===== config.mk =====
export PLATFORM = sky130hd
export DESIGN_NAME = bope_ctrl
export DESIGN_NICKNAME = d
export VERILOG_FILES = /design/src/hdl/bope_pkg.sv /design/src/hdl/bope_ctrl.sv
export SDC_FILE = /design/constraint.sdc
export NUM_CORES = 1
export LEC_CHECK = 0
export ABC_CLOCK_PERIOD_IN_PS = 2410
export BUFFER_PORTS_ARGS = -buffer_cell sky130_fd_sc_hd__buf_2
export CORE_MARGIN = 2
export CORE_UTILIZATION = 45
export DETAILED_ROUTE_END_ITERATION = 16
export HOLD_SLACK_MARGIN = 0.12
export PLACE_DENSITY = 0.66
export RECOVER_POWER = 100
export REMOVE_ABC_BUFFERS = 1
export SKIP_LAST_GASP = 1
export SLEW_MARGIN = 10
export SYNTH_ARGS = -nofsm -noshare
export SYNTH_HDL_FRONTEND = slang
export SYNTH_SLANG_ARGS = --single-unit

===== constraint.sdc =====
create_clock -name clk -period 2.41 [get_ports clk]
set_input_delay 0.482 -clock clk [delete_from_list [all_inputs] [get_ports clk]]
set_output_delay 0.482 -clock clk [all_outputs]
set_load 0.03 [all_outputs]

===== src/hdl/bope_pkg.sv =====
`default_nettype none
package bope_pkg;

    // Fixed-point constants (Q4.28 for logs and the series)
    localparam logic [27:0] LN2_Q28  = 28'd186065279;
    localparam logic [28:0] ONE_Q28  = 29'h1000_0000;
    localparam logic [47:0] SUM_MAX  = 48'hFFFF_FFFF_FFFF;
    localparam logic [23:0] CNT_MAX  = 24'hFF_FFFF;
    localparam logic [16:0] DISC_ONE = 17'd65536;

    // Largest series length the reciprocal table supports
    localparam int RECIP_MAX = 40;

    // floor(2^32 / k), used for the divide-by-k of each series term
    localparam logic [32:0] RECIP_TABLE [0:RECIP_MAX] = '{
        33'd0,
        33'd4294967296, 33'd2147483648, 33'd1431655765, 33'd1073741824,
        33'd858993459,  33'd715827882,  33'd613566756,  33'd536870912,
        33'd477218588,  33'd429496729,  33'd390451572,  33'd357913941,
        33'd330382099,  33'd306783378,  33'd286331153,  33'd268435456,
        33'd252645135,  33'd238609294,  33'd226050910,  33'd214748364,
        33'd204522252,  33'd195225786,  33'd186737708,  33'd178956970,
        33'd171798691,  33'd165191049,  33'd159072862,  33'd153391689,
        33'd148102320,  33'd143165576,  33'd138547332,  33'd134217728,
        33'd130150524,  33'd126322567,  33'd122713351,  33'd119304647,
        33'd116080197,  33'd113025455,  33'd110127366,  33'd107374182
    };

    // Configuration register indexes
    localparam logic [2:0] REG_SPOT     = 3'd0;
    localparam logic [2:0] REG_STRIKE   = 3'd1;
    localparam logic [2:0] REG_BARRIER  = 3'd2;
    localparam logic [2:0] REG_DRIFT    = 3'd3;
    localparam logic [2:0] REG_VOL      = 3'd4;
    localparam logic [2:0] REG_STEPS    = 3'd5;
    localparam logic [2:0] REG_MODE     = 3'd6;
    localparam logic [2:0] REG_DISCOUNT = 3'd7;

    // Datapath operations issued by the controller
    typedef enum logic [3:0] {
        OP_NONE,
        OP_STEP_MUL,
        OP_STEP_ACC,
        OP_REDUCE,
        OP_TERM_MUL,
        OP_TERM_REC,
        OP_TERM_COR,
        OP_PRICE_LO,
        OP_PRICE_HI,
        OP_PAYOFF,
        OP_COMMIT
    } dp_op_t;

    typedef struct packed {
        dp_op_t op;
        logic   clear;
    } dp_cmd_t;

    typedef struct packed {
        logic path_end;
        logic red_done;
        logic series_done;
    } dp_sts_t;

endpackage
`default_nettype wire


===== src/hdl/bope_ctrl.sv =====
`default_nettype none
module bope_ctrl (
    input  wire logic             clk,
    input  wire logic             rst_n,
    input  wire logic             in_valid,
    input  wire logic             clear_totals,
    input  wire logic             slot_free,
    input  wire bope_pkg::dp_sts_t sts,
    output bope_pkg::dp_cmd_t     cmd,
    output logic                  in_ready,
    output logic                  load_out
);
    import bope_pkg::*;

    typedef enum logic [10:0] {
        S_IDLE = 11'b000_0000_0001,
        S_MUL  = 11'b000_0000_0010,
        S_ACC  = 11'b000_0000_0100,
        S_RED  = 11'b000_0000_1000,
        S_TMUL = 11'b000_0001_0000,
        S_TREC = 11'b000_0010_0000,
        S_TCOR = 11'b000_0100_0000,
        S_PLO  = 11'b000_1000_0000,
        S_PHI  = 11'b001_0000_0000,
        S_PAY  = 11'b010_0000_0000,
        S_DONE = 11'b100_0000_0000
    } state_t;

    state_t state_reg, state_next;

    // State register
    always_ff @(posedge clk or negedge rst_n)
    begin
        if (!rst_n)
            state_reg <= S_IDLE;
        else
            state_reg <= state_next;
    end

    // Next state and datapath command
    always_comb
    begin
        state_next = state_reg;
        cmd.op     = OP_NONE;
        cmd.clear  = 1'b0;
        in_ready   = 1'b0;
        load_out   = 1'b0;
        case (state_reg)
            S_IDLE:
            begin
                in_ready = 1'b1;
                if (in_valid)
                begin
                    cmd.op     = OP_STEP_MUL;
                    cmd.clear  = clear_totals;
                    state_next = S_MUL;
                end
            end
            S_MUL:
            begin
                cmd.op     = OP_STEP_ACC;
                state_next = sts.path_end ? S_RED : S_IDLE;
            end
            S_ACC:
                state_next = S_RED;
            S_RED:
            begin
                if (sts.red_done)
                    state_next = S_TMUL;
                else
                    cmd.op = OP_REDUCE;
            end
            S_TMUL:
            begin
                cmd.op     = OP_TERM_MUL;
                state_next = S_TREC;
            end
            S_TREC:
            begin
                cmd.op     = OP_TERM_REC;
                state_next = S_TCOR;
            end
            S_TCOR:
            begin
                cmd.op     = OP_TERM_COR;
                state_next = sts.series_done ? S_PLO : S_TMUL;
            end
            S_PLO:
            begin
                cmd.op     = OP_PRICE_LO;
                state_next = S_PHI;
            end
            S_PHI:
            begin
                cmd.op     = OP_PRICE_HI;
                state_next = S_PAY;
            end
            S_PAY:
            begin
                cmd.op     = OP_PAYOFF;
                state_next = S_DONE;
            end
            S_DONE:
            begin
                if (slot_free)
                begin
                    cmd.op     = OP_COMMIT;
                    load_out   = 1'b1;
                    state_next = S_IDLE;
                end
            end
            default:
                state_next = S_IDLE;
        endcase
    end

endmodule
`default_nettype wire


# After elaboration in Yosys (flattened, before gate mapping)
# Cells that the tools add are included.
[totals] regBits=11 in_bits=8 output_inout_bits=7
[op_classes] n_eq_ne=14 muxes=14 reduce_logical=1
[ops] operator="$pmux 11 s11" n=1
[ops] operator="$pmux 4 s10" n=1
[ops] operator="$mux 11" n=3
[ops] operator="$eq 11x1->1 const B" n=1
[ops] operator="$eq 11x10->1 const B" n=1
[ops] operator="$eq 11x11->1 const B" n=1
[ops] operator="$eq 11x2->1 const B" n=1
[ops] operator="$eq 11x3->1 const B" n=1
[ops] operator="$eq 11x4->1 const B" n=1
[ops] operator="$eq 11x5->1 const B" n=1
[ops] operator="$eq 11x6->1 const B" n=1
[ops] operator="$eq 11x7->1 const B" n=1
[ops] operator="$eq 11x8->1 const B" n=1
[ops] operator="$eq 11x9->1 const B" n=1
[ops] operator="$mux 4" n=2
[ops] operator="$mux 8" n=1
[ops] operator="$ne 2x2->1 const B" n=3
[ops] operator="$mux 1" n=4
[ops] operator="$mux 2" n=2
[ops] operator="$reduce_and 3->1" n=1

# Longest topological paths before layout
# Gate-level depths: netlist (run 1).
[logic_depth] depth_word=3 mapped_depth=6 depth_no_buf=5

# Least setup slack after synthesis (run 1)
# Ideal clock, no wire load.
[synth_timing] kind="flip-flop to output port" start="register state_reg[7]" end="output port cmd[2] (netlist name)" slack_ns=-0.270 t_required_ns=1.928 path_stages_with_launch=6 t_arrival_ns=2.198 n_path_buf=0 path_cell_list="dfrtp_1 > or2_1 > nor4_1 > nand2_1 > nor3_1 > or4_1"
[synth_lines] item="from (decl)" line="bope_ctrl.sv:29" source="state_t state_reg, state_next;"
[synth_lines] item="from (signal assigned)" line="bope_ctrl.sv:37" source="state_reg <= state_next;"
[synth_lines] item="to (decl)" line="bope_ctrl.sv:9" source="output bope_pkg::dp_cmd_t cmd,"

==> reports/metrics.yaml, run 1 <==
status: "completed"
p_seq_share_pct: 29.2
ys_ff_latch: 10
grt_start_max_net_pins: 11
antenna_cells: 0
clock_sinks: 10
gr-usage-all-layers_pct: 22.98
nNetsFinal: 113
cts_tree: "yes"
wl_per_cell_um: 16.26
slew_headroom_pct: 62.64
syn_area_per_cell_um2: 8.843
grtUsageMet3_pct: 6.466
largest_register_ffs: 10
antenna_left: 0
portBuffers: 14
synth.most_common_cell: "dfrtp_1"
worstMarginPinSlew_ps: 560.3
yosys.area.top_type: "dfrtp_1"
synth_edf_count: 0
synthToLayoutAreaGrowth_pct: 48.76
ir_drop_v: 0.0004980
p_sw_share_pct: 39.19
routed_via_density: 5.950
gr-usage-met2_pct: 36.56
setup_viol: 0
dieArea_um2: 1775
synth_cells: 74
drt_iter0_drc: 9
seqCellArea_um2: 255.2
combPwrFrac_pct: 51.6
arrival_ps: 1890
overflow: 0
row_count: 13
io_pins: 15
p_clk_share_pct: 19.2
pre_cts_ws_ps: 169.6
drive_gt1_share_pct: 51.92
fin_setup_tns_ps: 0
p_leak_uw: 0.0004474
num_vias: 708
clkTransAtPathRegs_ps: 70
drv_cap: 0
dpl_cell_area_um2: 778.2
startpoint_type: "flip-flop"
gp_congestion: 0.9236
endpoint_kind: "output port"
design_area_um2: 973.4
grt_pass1_vias: 659
worstPathRequired_ps: 1930
powerDensity_nw_per_um2: 802.1
h-tree-depth: 1
multi_input_area_um2: 451.7
dp.cells: 107
syn_area_um2: 654.4
fin_crit_ps: 2377
synth.distinct_cells: 33
start_util_pct: 49.06
crit_type: "flip-flop to output port"
timing.final.ws_setup_ps: 33.19
grtUsageMet1_pct: 29.84
finalHoldViolCount: 0
fmax_mhz: 420.7
drt_first_pass_iters: 4
clk_latency_ps: 270
n_fill_cell: 98
synth.area.top_cells: "dfrtp_1 34%, nor3_2 4.6%, nor2_1 4.6%"
busiest_layer: "met2"
cts_buffers: 3
p_int_uw: 474.8
path_max_fanout: 3
fin_skew_ps: 5.011
grt_setup_unrepaired: "true"
grt_pass1_wl_um: 3042
clock_path_buffers: 2
synth_common_cells: "9 x dfrtp_1, 8 x nor2_1, 5 x inv_1"
synthFlopType: "dfrtp_1"
yosysWarnings: 0
ys_seq_area_share_pct: 38.43
antenna_found_initial: 0
wl_um: 1935
die_h_um: 42.14
hpwl_um: 1274
core_area_um2: 1334
drc: 0
hold_path.class: "primary input to flip-flop"
fin_util_pct: 72.98
clockRootBuffer: "clkbuf_4"
slew_viol_final: 0
synth_top_cell_area_share_pct: 34.42
instances_no_fill: 119
switchingPower_uw: 306.0
ys_async_sr_fraction_pct: 100.0
finalCritPeriodShare_pct: 98.62
chipWidth_um: 42.14
==> cells by family (layout without fill, tap and decap cells) <==
group | after synthesis | count (layout) | share of synthesized area (%)
AND/OR/NAND/NOR | 39 | 39 | 37.29
XOR/XNOR | 3 | 3 | 4.016
AO/OA/AOI/OAI | 15 | 15 | 15.87
flip-flops | 10 | 10 | 38.43
buffers and inverters | 7 | 37 | 4.398
==> cell usage in the layout, fill, tap and decap left out, types with 2 or more instances in the layout <==
cell type / instances
buf_6: 3
o21ai_0: 2
buf_2: 11
xor2_1: 2
clkbuf_4: 3
dfrtp_2: 3
nor3_4: 3
o211ai_1: 2
or2_4: 2
nor4_1: 2
nand2b_1: 3
dfrtp_1: 6
inv_1: 5
a21oi_1: 3
nor3_1: 3
buf_4: 12
nand2_2: 2
nor2_1: 7
and2_1: 2
a21o_2: 2
==> through the flow <==
stage	hold WS (ps)	total power [µW]
after detailed placement	354.0	531.9
after CTS	412.9	717.9
final	416.3	780.8
after global routing	409.5	826.5
after global placement	354.6	535.0
after floorplan	186.4	423.8
==> final cells by class <==
cell class	count	area share, %
inverters	5	1.928
flip-flops and latches	10	26.22
well taps	15	1.928
multi-input cells	57	46.40
clock buffers	4	3.728
repair buffers	28	19.79
==> worst paths after layout <==
path                                          startpoint                  endpoint  slack [ps]  cells after the start
worst max-delay path            state_reg[0]$_DFFE_PN1P_                    cmd[2]          30                      6
worst min-delay path                              sts[0]  state_reg[4]$_DFFE_PN0P_         420                      2
worst max register to register  state_reg[0]$_DFFE_PN1P_  state_reg[0]$_DFFE_PN1P_         710                      6
worst min register to register  state_reg[6]$_DFFE_PN0P_  state_reg[6]$_DFFE_PN0P_         550                      2
max in group asynchronous                          rst_n  state_reg[3]$_DFFE_PN0P_        1290                      2
min in group asynchronous                          rst_n  state_reg[6]$_DFFE_PN0P_         710                      2
==> worst max-delay path, stage by stage, from the launching register on <==
cell and delay (ps):
dfstp_2 580, nor2_2 60, nand3_2 120, nor4b_4 60
or2_1 240, or4_4 420, buf_6 150
==> power groups by stage <==
stage / clock, µW / sequential [µW] / combinational [µW]
finish: 150 / 228 / 403
global route: 165 / 229 / 432
CTS: 152 / 215 / 351
detailed placement: 0 / 220 / 312
global placement: 0 / 220 / 315
floorplan: 0 / 213 / 211
==> per-layer routing <==
layer	share of wire (%)	vias up	wire [µm]
li1	-	335	-
met1	41	348	801
met2	51	17	985
met3	4.1	8	80
met4	3.5	0	68
met5	0	-	0
==> timing repair <==
action | CTS | global route
endpoints found under the setup margin | 3 | 5
hold endpoints to repair | 9 | 0
gates resized for setup | 8 | 16
setup buffers | 5 | 3
pin swaps | 3 | 7
hold buffers | 1 | 0
Note: power is estimated with default switching activity, not from simulation.
==> inputs of run 2 (changes only) <==
- CTS_BUF_LIST: default -> sky130_fd_sc_hd__clkbuf_8
==> run 2 against run 1 <==
Net effect: sequential cell count stayed put; sequential power is 5% lower; largest cell class unchanged; highest routed layer unchanged; die area stayed put; clock-buffer cell count stayed put; via count is 4.0% lower; fmax is 1.2% lower.
==> reports/metrics.yaml, run 2 (synthesis results as in run 1) <==
wl_per_cell_um: 15.59  # -4.1%
h-tree-depth: 1  # unchanged
slew_viol_final: 0  # unchanged
critical_path.startpoint: "state_reg[0]$_DFFE_PN1P_"
core_area_um2: 1334  # unchanged
nNetsFinal: 111  # -1.8%
p_sw_share_pct: 36.84  # -2.4 points
powerDensity_nw_per_um2: 850.5  # +6.0%
chipWidth_um: 42.14  # unchanged
overflow: 0  # unchanged
grt_pass1_vias: 669  # +1.5%
switchingPower_uw: 293.2  # -4.2%
combPwrFrac_pct: 46.6  # -5.0 points
p_leak_uw: 0.0004424  # -1.1%
setup_viol: 0  # unchanged
worstMarginPinSlew_ps: 551.8  # -8.501 ps
hpwl_um: 1274  # unchanged
antenna_found_initial: 0  # unchanged
rrSetupSlack_ps: 730  # +20 ps
fmax_mhz: 415.6  # -1.2%
cts_tree: "yes"
instances_no_fill: 117  # -1.7%
dp.cells: 107  # unchanged
status: "completed"
drt_first_pass_iters: 4  # unchanged
p_int_uw: 502.7  # +5.9%
gr-usage-all-layers_pct: 22.87  # -0.11 points
io_pins: 15  # unchanged
routed_via_density: 5.812  # -2.3%
grt_setup_unrepaired: "true"
grtUsageMet1_pct: 27.88  # -2.0 points
clk_latency_ps: 240  # -30 ps
antenna_cells: 0  # unchanged
num_vias: 680  # -4.0%
drv_cap: 0  # unchanged
grt_start_max_net_pins: 11  # unchanged
clkTransAtPathRegs_ps: 50  # -20 ps
hold_path.class: "primary input to flip-flop"
drive_gt1_share_pct: 44.12  # -7.8 points
fin_skew_ps: 5.485  # +0.4746 ps
largest_register_ffs: 10  # unchanged
finalCritPeriodShare_pct: 99.84  # +1.2 points
dpl_cell_area_um2: 778.2  # unchanged
gr-usage-met2_pct: 38.44  # +1.9 points
fin_setup_tns_ps: 0  # unchanged
fin_util_pct: 70.17  # -2.8 points
ir_drop_v: 0.0005981  # +20%
die_h_um: 42.14  # unchanged
path_max_fanout: 3  # unchanged
reg2reg_depth: 6  # unchanged
crit_end: "cmd[2]"
clockRootBuffer: "clkbuf_8"
startpoint_type: "flip-flop"
synthToLayoutAreaGrowth_pct: 43.02
n_fill_cell: 101  # +3.1%
arrival_ps: 1920  # +30 ps
finalHoldViolCount: 0  # unchanged
clock_path_buffers: 2  # unchanged
p_clk_share_pct: 26.1  # +6.9 points
drc: 0  # unchanged
design_area_um2: 935.9  # -3.9%
r2r-end: "state_reg[0]$_DFFE_PN1P_"
worstPathRequired_ps: 1930  # about the same
crit_type: "flip-flop to output port"
busiest_layer: "met2"
slew_headroom_pct: 63.21  # +0.57 points
start_util_pct: 49.06  # unchanged
p_seq_share_pct: 27.3  # -1.9 points
drt_iter0_drc: 12  # +3
wl_um: 1824  # -5.7%
fin_crit_ps: 2406  # +29.25 ps
endpoint_kind: "output port"
grtUsageMet3_pct: 6.897  # +0.43 points
antenna_left: 0  # unchanged
reg2reg_from: "state_reg[0]$_DFFE_PN1P_"
final_cell_mix: "12 x buf_2, 11 x buf_4, 8 x nor2_1, 8 x dfrtp_1, 5 x inv_1"
total_power_uw: 795.9  # +1.9%
gp_congestion: 0.9236  # unchanged
dieArea_um2: 1775  # unchanged
portBuffers: 14  # unchanged
row_count: 13  # unchanged
clock_sinks: 10  # unchanged
cts_buffers: 3  # unchanged
final_common_cell: "buf_2"
grt_pass1_wl_um: 3029  # -0.43%
## run 2: cell count changes in the layout (fill, tap and decap cells not counted), moves of 2 or more
cell      before  now
buf_6          3    1
clkbuf_4       3    0
clkbuf_8       1    4
dfrtp_1        6    8
dfrtp_2        3    1
## run 2: cell type report
class | count | area (µm²) | share of cell area [%]
clock buffers | 4 | 55.05 | 5.882
inverters | 5 | 18.77 | 2.005
multi-input cells | 57 | 422.9 | 45.19
flip-flops and latches | 10 | 252.7 | 27.01
well taps | 15 | 18.77 | 2.005
repair buffers | 26 | 167.7 | 17.91
## run 2: worst min path at each step
stage | start | to | cells past startpoint | slack (ps)
global route | sts[0] | state_reg[4]$_DFFE_PN0P_ | 2 | 450
CTS | sts[0] | state_reg[4]$_DFFE_PN0P_ | 2 | 450
global placement | rst_n | state_reg[5]$_DFFE_PN0P_ | 1 | 350
detailed placement | rst_n | state_reg[5]$_DFFE_PN0P_ | 1 | 350
finish | sts[0] | state_reg[4]$_DFFE_PN0P_ | 2 | 450
floorplan | rst_n | state_reg[10]$_DFFE_PN0P_ | 0 | 190
## run 2: metrics by stage
stage          hold slack [ps]  setup slack (ps)
5_1_grt                  446.9            -43.97
2_1_floorplan            186.4            -270.4
3_5_place_dp             354.0             169.6
4_1_cts                  448.7             3.037
6_report                 448.5             3.947
3_3_place_gp             354.6             181.8
## run 2: power by group through the flow
stage,Combinational [µW],Sequential [µW],Clock (µW)
global route,400,219,226
floorplan,211,213,0
CTS,348,212,210
finish,371,217,208
global placement,315,220,0
detailed placement,312,220,0
## run 2: critical path: stages (launching register included)
cell and delay (ps):
dfstp_2 540, nor4_2 60, and4b_4 220, or2_1 240, or4_4 480, buf_6 150
## run 2: repair_timing
action / in CTS / in global routing
hold buffers: 1 / 0
endpoints found under the setup margin: 3 / 3
buffers inserted: 4 / 1
resized for setup: 6 / 6
pin swaps: 0 / 5
endpoints found under the hold margin: 9 / 0
gates cloned: 0 / 0
## run 2: routing by layer
layer | share of wire (%) | wire [µm]
met1 | 43 | 792
met5 | 0 | 0
met4 | 1.4 | 26
met2 | 51 | 934
met3 | 3.8 | 70
==> inputs of run 3 (changes only) <==
- ABC_CLOCK_PERIOD_IN_PS: 2410 -> 2400
- clock period: 2.41 -> 2.4 ns (I/O delays scaled with it)
==> run 3 against run 2 <==
Net effect: clock power hardly changed; routed wire length up 15%; sequential power up 3%; total power increased by 2.5%; final area is 3.6% higher; first-iteration DRC count rose by 130%; sequential share of layout area decreased by 0.68 points; setup slack better by 31 ps; combinational power grew 3%; worst hold slack improved by 5.9 ps; critical path type unchanged; largest power group unchanged.
==> reports/metrics.yaml, run 3 (synthesis results as in run 1) <==
crit_chain: "nor3_4 > nand3_2 > nor4b_4 > or2_1 > a311o_2 > buf_2"
clkTransAtPathRegs_ps: 50  # about the same
worstMarginPinSlew_ps: 572.9  # +21.12 ps
cts_buffers: 3  # unchanged
startpoint_type: "flip-flop"
routed_via_density: 5.916  # +1.8%
antenna_found_initial: 0  # unchanged
instances_no_fill: 119  # +1.7%
wl_per_cell_um: 17.55  # +13%
hpwl_um: 1274  # unchanged
gr-usage-all-layers_pct: 23.77  # +0.90 points
fin_skew_ps: 6.332  # +0.8463 ps
final_cell_mix: "13 x buf_4, 12 x buf_2, 7 x nor2_1, 6 x dfrtp_1, 5 x inv_1"
clk_latency_ps: 240  # about the same
dp.cells: 107  # unchanged
nNetsFinal: 113  # +1.8%
num_vias: 704  # +3.5%
final_common_cell: "buf_4"
io_pins: 15  # unchanged
arrival_ps: 1880  # -40 ps
ir_drop_v: 0.0006641  # +11%
fin_crit_ps: 2365
fin_setup_tns_ps: 0  # unchanged
gp_congestion: 0.9236  # unchanged
grt_start_max_net_pins: 11  # unchanged
clockRootBuffer: "clkbuf_8"
grt_setup_unrepaired: "true"
die_h_um: 42.14  # unchanged
worstPathRequired_ps: 1920  # about the same
clock_sinks: 10  # unchanged
powerDensity_nw_per_um2: 841.1  # -1.1%
slowest_delay_ps: 440  # -100 ps
status: "completed"
drc: 0  # unchanged
wl_um: 2089  # +15%
fin_util_pct: 72.70  # +2.5 points
hold_slack_ps: 454.4  # +5.867 ps
slew_headroom_pct: 61.80  # -1.4 points
synthToLayoutAreaGrowth_pct: 48.18
grt_pass1_vias: 682  # +1.9%
crit_type: "flip-flop to output port"
setup_viol: 0  # unchanged
drive_gt1_share_pct: 50.96  # +6.8 points
p_leak_uw: 0.0004520  # +2.2%
endpoint_kind: "output port"
antenna_cells: 0  # unchanged
h-tree-depth: 1  # unchanged
fmax_mhz: 422.9
start_util_pct: 49.06  # unchanged
hold_path.class: "primary input to flip-flop"
total_power_uw: 815.6  # +2.5%
path_max_fanout: 4  # +1
finalHoldViolCount: 0  # unchanged
drt_iter0_drc: 28  # +16
finalCritPeriodShare_pct: 98.53
grt_pass1_wl_um: 3139  # +3.6%
portBuffers: 14  # unchanged
largest_register_ffs: 10  # unchanged
slew_viol_final: 0  # unchanged
drt_first_pass_iters: 4  # unchanged
clock_path_buffers: 2  # unchanged
core_area_um2: 1334  # unchanged
row_count: 13  # unchanged
drv_cap: 0  # unchanged
antenna_left: 0  # unchanged
critPathSlowestCell: "dfrtp_1"
dieArea_um2: 1775  # unchanged
cts_tree: "yes"
chipWidth_um: 42.14  # unchanged
overflow: 0  # unchanged
run 3: critical path: cells and delay by family (launching register included):
family	cells	cell delay, ps
flops	1	440
buf+inv	1	190
simple gates	4	920
compound gates	1	100
run 3: final cells by class:
cell class / instances / area, µm²
multi-input cells: 57 / 439.2
fillers: 97 / 364.1
flip-flops and latches: 10 / 255.2
repair buffers: 28 / 182.7
clock buffers: 4 / 55.05
inverters: 5 / 18.77
well taps: 15 / 18.77
run 3: final timing paths:
kind	start	endpoint	slack [ps]	cells past startpoint
setup reg to reg	state_reg[0]$_DFFE_PN1P_	state_reg[0]$_DFFE_PN1P_	680	6
min in group asynchronous	rst_n	state_reg[6]$_DFFE_PN0P_	740	2
hold / removal	sts[0]	state_reg[4]$_DFFE_PN0P_	450	2
hold reg to reg	state_reg[6]$_DFFE_PN0P_	state_reg[6]$_DFFE_PN0P_	550	2
setup / recovery	state_reg[9]$_DFFE_PN0P_	cmd[1]	40	6
max in group asynchronous	rst_n	state_reg[3]$_DFFE_PN0P_	1240	2
run 3: metal layers:
| metal | vias to the layer above | global-route usage (%) | part of all wire [%] |
|---|---|---|---|
| met2 | 25 | 39.69 | 54 |
| met3 | 2 | 7.328 | 4.5 |
| met5 | - | 0 | 0 |
| li1 | 328 | - | - |
| met4 | 0 | 8.750 | 0.48 |
| met1 | 349 | 28.69 | 41 |
run 3: timing repair:
action	in CTS	in global routing
setup endpoints to repair	3	4
endpoints found under the hold margin	9	0
hold buffers	1	0
resized for setup	7	11
setup buffers	5	3
pin swaps	3	6
run 3: where the power goes:
| group | leakage, µW | total (µW) | switching [µW] | internal (µW) |
|---|---|---|---|---|
| clock network | 0.0000288 | 209 | 65.3 | 144 |
| registers | 0.000130 | 224 | 29.2 | 194 |
| logic | 0.000293 | 383 | 216 | 167 |
run 3: metrics by stage:
stage,instance area [µm²],setup slack [ps]
global route,969.7,-84.24
global placement,778.2,173.8
floorplan,644.4,-278.4
finish,969.7,35.30
detailed placement,778.2,161.6
CTS,912.1,6.117
